File: config.mk
export PLATFORM = sky130hd
export DESIGN_NAME = semr_ctrl
export DESIGN_NICKNAME = d
export VERILOG_FILES = /design/src/semr_pkg.sv /design/src/semr_ctrl.sv
export SDC_FILE = /design/constraint.sdc
export NUM_CORES = 1
export LEC_CHECK = 0
export BUFFER_PORTS_ARGS = -buffer_cell sky130_fd_sc_hd__buf_4
export CAP_MARGIN = 20
export CORE_AREA = 3 3 42 44
export CTS_CLUSTER_DIAMETER = 80
export DETAILED_ROUTE_END_ITERATION = 10
export DIE_AREA = 0 0 45 47
export SLEW_MARGIN = 25
export SYNTH_ARGS = -nofsm -noshare
export SYNTH_HDL_FRONTEND = slang
export SYNTH_SLANG_ARGS = --single-unit
export TNS_END_PERCENT = 50
File: constraint.sdc
create_clock -name clock -period 3.2 [get_ports clock]
set_clock_uncertainty 0.2 [all_clocks]
set_input_delay 0.16 -clock clock [delete_from_list [all_inputs] [get_ports clock]]
set_output_delay 0.16 -clock clock [all_outputs]
set_load 0.01 [all_outputs]
File: src/semr_pkg.sv
// Shared types and constants of the RGB Sobel edge-magnitude core.
// No dependencies; the controller, datapath, top and testbench import this package.
`default_nettype none
package semr_pkg;

   // frame geometry
   localparam int MAX_WIDTH  = 2048;
   localparam int MAX_HEIGHT = 4096;
   localparam int WID_W      = 12;                  // frame_width register
   localparam int HGT_W      = 13;                  // frame_height register
   localparam int CSR_W      = 13;                  // widest register
   localparam int COL_W      = $clog2(MAX_WIDTH);   // line store address
   localparam int PIX_W      = 24;                  // packed RGB
   localparam int CH_W       = 8;

   // magnitude arithmetic
   localparam int SUM_W      = 21;                  // gx^2 + gy^2
   localparam int ABS_W      = 10;                  // |gx|, |gy| <= 1020
   localparam int REM_W      = 10;
   localparam int ROOT_STEPS = 8;
   localparam logic [SUM_W-1:0] MAG_LIMIT = SUM_W'(65280);
   localparam logic [CH_W-1:0]  MAG_CLAMP = 8'd255;

   localparam logic [WID_W-1:0] WIDTH_RESET  = 12'd640;
   localparam logic [HGT_W-1:0] HEIGHT_RESET = 13'd480;

   // register indexes
   typedef enum logic {
      REG_FRAME_WIDTH  = 1'b0,
      REG_FRAME_HEIGHT = 1'b1
   } reg_index_type;

   typedef enum logic [2:0] {
      S_IDLE,
      S_LOOK,
      S_UPDATE,
      S_GRAD,
      S_SQUARE,
      S_ROOT,
      S_DONE
   } state_type;

   // controller -> datapath
   typedef struct packed {
      logic       capture;     // keep the accepted item
      logic       restart;     // accepted pixel after a finished frame
      logic       mem_read;
      logic       update;      // line store write, window shift, counters
      logic       grad;
      logic       square;
      logic [1:0] chan;
      logic       root_step;
      logic       root_first;
      logic       load_out;
   } cmd_type;

   // datapath -> controller
   typedef struct packed {
      logic finished;          // all results of the frame given
      logic skip;              // drain item on a finished frame
      logic has_result;        // current item emits a result
      logic out_busy;          // result register held by a stalled receiver
   } status_type;

endpackage
`default_nettype wire

File: src/semr_ctrl.sv
// Sequencer of the Sobel core: walks one item through lookup, update and, if it
// has a result, gradient, squaring, square root and result load. Uses semr_pkg.
`default_nettype none
module semr_ctrl (
   input  wire                   clock,
   input  wire                   reset,
   input  wire                   req_valid,
   output logic                  req_ready,
   input  semr_pkg::status_type  status,
   output semr_pkg::cmd_type     cmd
);
   import semr_pkg::*;

   state_type  state_ff, state_in;
   logic [2:0] cnt_ff, cnt_in;

   // next state; ready is high only in S_IDLE, so a transfer there is req_valid
   always_comb begin
      state_in = state_ff;
      cnt_in   = cnt_ff;
      case (state_ff)
         S_IDLE: begin
            if (req_valid && !status.skip) state_in = S_LOOK;
         end
         S_LOOK:   state_in = S_UPDATE;
         S_UPDATE: state_in = status.has_result ? S_GRAD : S_IDLE;
         S_GRAD: begin
            state_in = S_SQUARE;
            cnt_in   = '0;
         end
         S_SQUARE: begin
            if (cnt_ff == 3'd2) begin
               state_in = S_ROOT;
               cnt_in   = '0;
            end else begin
               cnt_in = cnt_ff + 3'd1;
            end
         end
         S_ROOT: begin
            if (cnt_ff == 3'(ROOT_STEPS - 1)) state_in = S_DONE;
            cnt_in = cnt_ff + 3'd1;
         end
         S_DONE: begin
            if (!status.out_busy) state_in = S_IDLE;
         end
         default: state_in = S_IDLE;
      endcase
   end

   // outputs
   always_comb begin
      cmd       = '0;
      req_ready = 1'b0;
      case (state_ff)
         S_IDLE: begin
            req_ready   = 1'b1;
            cmd.capture = req_valid && !status.skip;
            cmd.restart = req_valid && !status.skip && status.finished;
         end
         S_LOOK:   cmd.mem_read = 1'b1;
         S_UPDATE: cmd.update   = 1'b1;
         S_GRAD:   cmd.grad     = 1'b1;
         S_SQUARE: begin
            cmd.square = 1'b1;
            cmd.chan   = cnt_ff[1:0];
         end
         S_ROOT: begin
            cmd.root_step  = 1'b1;
            cmd.root_first = (cnt_ff == 3'd0);
         end
         S_DONE:   cmd.load_out = !status.out_busy;
         default: begin
            cmd = '0;
         end
      endcase
   end

   always_ff @(posedge clock) begin
      if (reset) begin
         state_ff <= S_IDLE;
         cnt_ff   <= '0;
      end else begin
         state_ff <= state_in;
         cnt_ff   <= cnt_in;
      end
   end

endmodule
`default_nettype wire

==> flow_metrics.tcl <==
set metrics [dict create \
    max_stage_delay_ns 0.52 \
    numCtsBuffers 3 \
    peakVddDrop_uv 269.7 \
    path_buf_inv 1 \
    final_hold_viol_count 0 \
    top_layer_used "met3" \
    power_uw 225.5 \
    core_um2 1471 \
    fp.dieH_um 47 \
    final-setup-viol-count 0 \
    drt-total-wl_um 1058 \
    clk_latency_ns 0.24 \
    mostFrequentLayoutCells "buf_4 (18), nand3_1 (6), dfxtp_1 (6)" \
    clockRootBuffer "clkbuf_4" \
    vias_per_cell 4.969 \
    layout.area.seq_um2 120.1 \
    critPathSlowestCell "dfxtp_1" \
    place_hpwl_um 825.7 \
    totalNegativeSetupSlack_ns 0 \
    ys_warn_count 0 \
    fin_crit_ns 1.816 \
    swShare_pct 29.42 \
    area_delta_synth_final_pct 33.25 \
    ant_nets 0 \
    cp-end-kind "output port" \
    hp-class "input pin to flop" \
    p_leak_nw 0.2899 \
    io_buffers 18 \
    syn_avg_cell_area_um2 7.897 \
    die_x_um 45 \
    switchingPower_uw 66.34 \
    grt_use_total_pct 10.86 \
    synth_cell_types 26 \
    cts_sinks 6 \
    cts_tree "done" \
    slew_headroom_pct 73.60 \
    place.gp.congestion 0.7494 \
    crit_fanout 11 \
    initial_utilization_pct 32.74 \
    status "completed" \
    wire_per_inst_um 11.02 \
    cts.clk_slew.worst_paths_ns 0.04 \
    fp.dieArea_um2 2115 \
    drt_iter0_drc 4 \
    fmax_mhz 550.5 \
    power.internal_uw 159.2 \
    cap_violations 0 \
    num_rows 14 \
    rsz0062_at_grt "no" \
    final_nets 93 \
    synth_cells 61 \
    post-cts-setup-buffers 0 \
    drive_gt1_share_pct 31.25 \
    grt_max_degree 13 \
    final_common_cell "buf_4" \
    tightestPinTransition_ns 0.3955 \
    h-tree-depth 1 \
    ys_ff_latch 6 \
    multi_input_area_um2 315.3 \
    start_kind "flop" \
    wl_met2_um 494 \
    critPathKind "flop to output port" \
    grt_pass1_wl_um 1697 \
    wl_met1_um 472 \
    netlist_area_um2 481.7 \
    grt_overflow 0 \
    route.detailed.drc 0 \
    post-route-period-util_pct 56.76 \
    via_count 477 \
    slew_viol_final 0 \
    power_frac_seq_pct 40.3 \
    crit_chain "and2b_1 -> and2_1 -> and3b_1 -> buf_4" \
    antenna_cells 0 \
    p_per_area_nw_per_um2 351.4 \
    cp_top_family "simple AND/OR/NAND/NOR gates" \
    route.met3.wl_um 91 \
    combPwrFrac_pct 29.9 \
    clkPwrFrac_pct 29.8 \
    syn-num-nets 72 \
    grt_pass1_vias 433 \
    worstPathArrival_ns 1.46 \
    grt_antenna_before_repair 0 \
    firstDrtPassIters 4 \
    cts_buffer_depth 2 \
    cp.required_ns 2.84 \
    fillers 169 \
    num_io_pins 19 \
    seq_area_frac_synth_pct 24.94 \
]
per-layer routing:
layer  vias to the layer above  GRT usage, %
li1                        250             -
met1                       211         12.16
met2                        16         19.21
met3                         0         6.130
met4                         0             0
met5                         -             0
cells by family after synthesis:
logic type	after synthesis	share of synthesized area [%]
AO/OA/AOI/OAI	8	11.17
flip-flops	6	24.94
adder cells (fa/ha/maj)	4	10.39
AND/OR/NAND/NOR	34	41.82
buffers and inverters	8	9.609
multiplexers	1	2.078
state kept, by name (all words and copies together) (netlist names):
name / flops
cnt_ff: 3
state_ff: 3
Yosys cell counts:
| cell type | n | share of area, % |
|---|---|---|
| dfxtp_1 | 6 | 25 |
| nand3_1 | 6 | 6.2 |
| a21oi_1 | 5 | 5.2 |
| nor3_1 | 5 | 5.2 |
| ha_1 | 4 | 10 |
| nor2b_1 | 4 | 5.2 |
| inv_1 | 3 | 2.3 |
| nand2b_1 | 3 | 3.9 |
| nor2_1 | 3 | 2.3 |
| and2_1 | 2 | 2.6 |
| and2b_1 | 2 | 3.1 |
| buf_6 | 2 | 4.7 |
| inv_2 | 2 | 1.6 |
| nand2_1 | 2 | 1.6 |
| and3_1 | 1 | 1.3 |
| and3b_1 | 1 | 1.8 |
| buf_2 | 1 | 1.0 |
| mux2i_1 | 1 | 2.1 |
| nand3b_1 | 1 | 1.6 |
| nor3b_1 | 1 | 1.6 |
| o21ai_0 | 1 | 1.0 |
| o221ai_2 | 1 | 3.1 |
| o32ai_1 | 1 | 1.8 |
| or3_1 | 1 | 1.3 |
| or3_4 | 1 | 2.3 |
| or3b_1 | 1 | 1.8 |
path summary, 6_finish.rpt:
check / slack (ns) / to / from / cells past startpoint
setup / recovery: 1.38 / cmd[1] / state_ff[1] / 4
hold / removal: 0.13 / state_ff[0] / status[2] / 4
setup reg to reg: 1.71 / cnt_ff[1] / cnt_ff[0] / 5
hold reg to reg: 0.28 / cnt_ff[0] / cnt_ff[0] / 2
layout make-up:
type	count	area share, %
Inverter	5	2.924
Clock buffer	3	3.509
Timing Repair Buffer	19	22.61
Tap cell	16	3.119
Sequential cell	6	18.71
Multi-Input combinational cell	47	49.12
worst reg2reg max path, cell delays in order (launching register included):
cell and delay, ns:
dfxtp_1 0.31, inv_1 0.12, ha_1 0.18, or3b_1 0.40, nand3_1 0.11, a21oi_1 0.06
power by group through the flow:
stage / Sequential [mW] / Clock (mW) / Combinational [mW]
floorplan: 0.0833 / 0 / 0.0544
global placement: 0.0916 / 0 / 0.0673
detailed placement: 0.0917 / 0 / 0.0671
CTS: 0.0902 / 0.0713 / 0.0682
global route: 0.0918 / 0.0749 / 0.0752
finish: 0.0910 / 0.0672 / 0.0673
stage by stage:
| stage | cells | setup WS, ns | utilization, % | cell area [µm²] | hold slack [ns] |
|---|---|---|---|---|---|
| 2_1_floorplan | 61 | 1.764 | - | 481.7 | 0.02907 |
| 3_3_place_gp | 92 | 1.677 | 41.41 | 609.3 | 0.1839 |
| 3_5_place_dp | 92 | 1.650 | 41.41 | 609.3 | 0.1844 |
| 4_1_cts | 96 | 1.384 | 43.62 | 641.9 | 0.1302 |
| 5_1_grt | 96 | 1.301 | 43.62 | 641.9 | 0.1429 |
| 6_report | 96 | 1.384 | 43.62 | 641.9 | 0.1342 |
timing repair:
item / CTS / global route
hold buffers: 1 / 0
gates resized for setup: 0 / 0
hold endpoints to repair: 6 / 0
No activity file was read; power rests on OpenSTA's default activity.
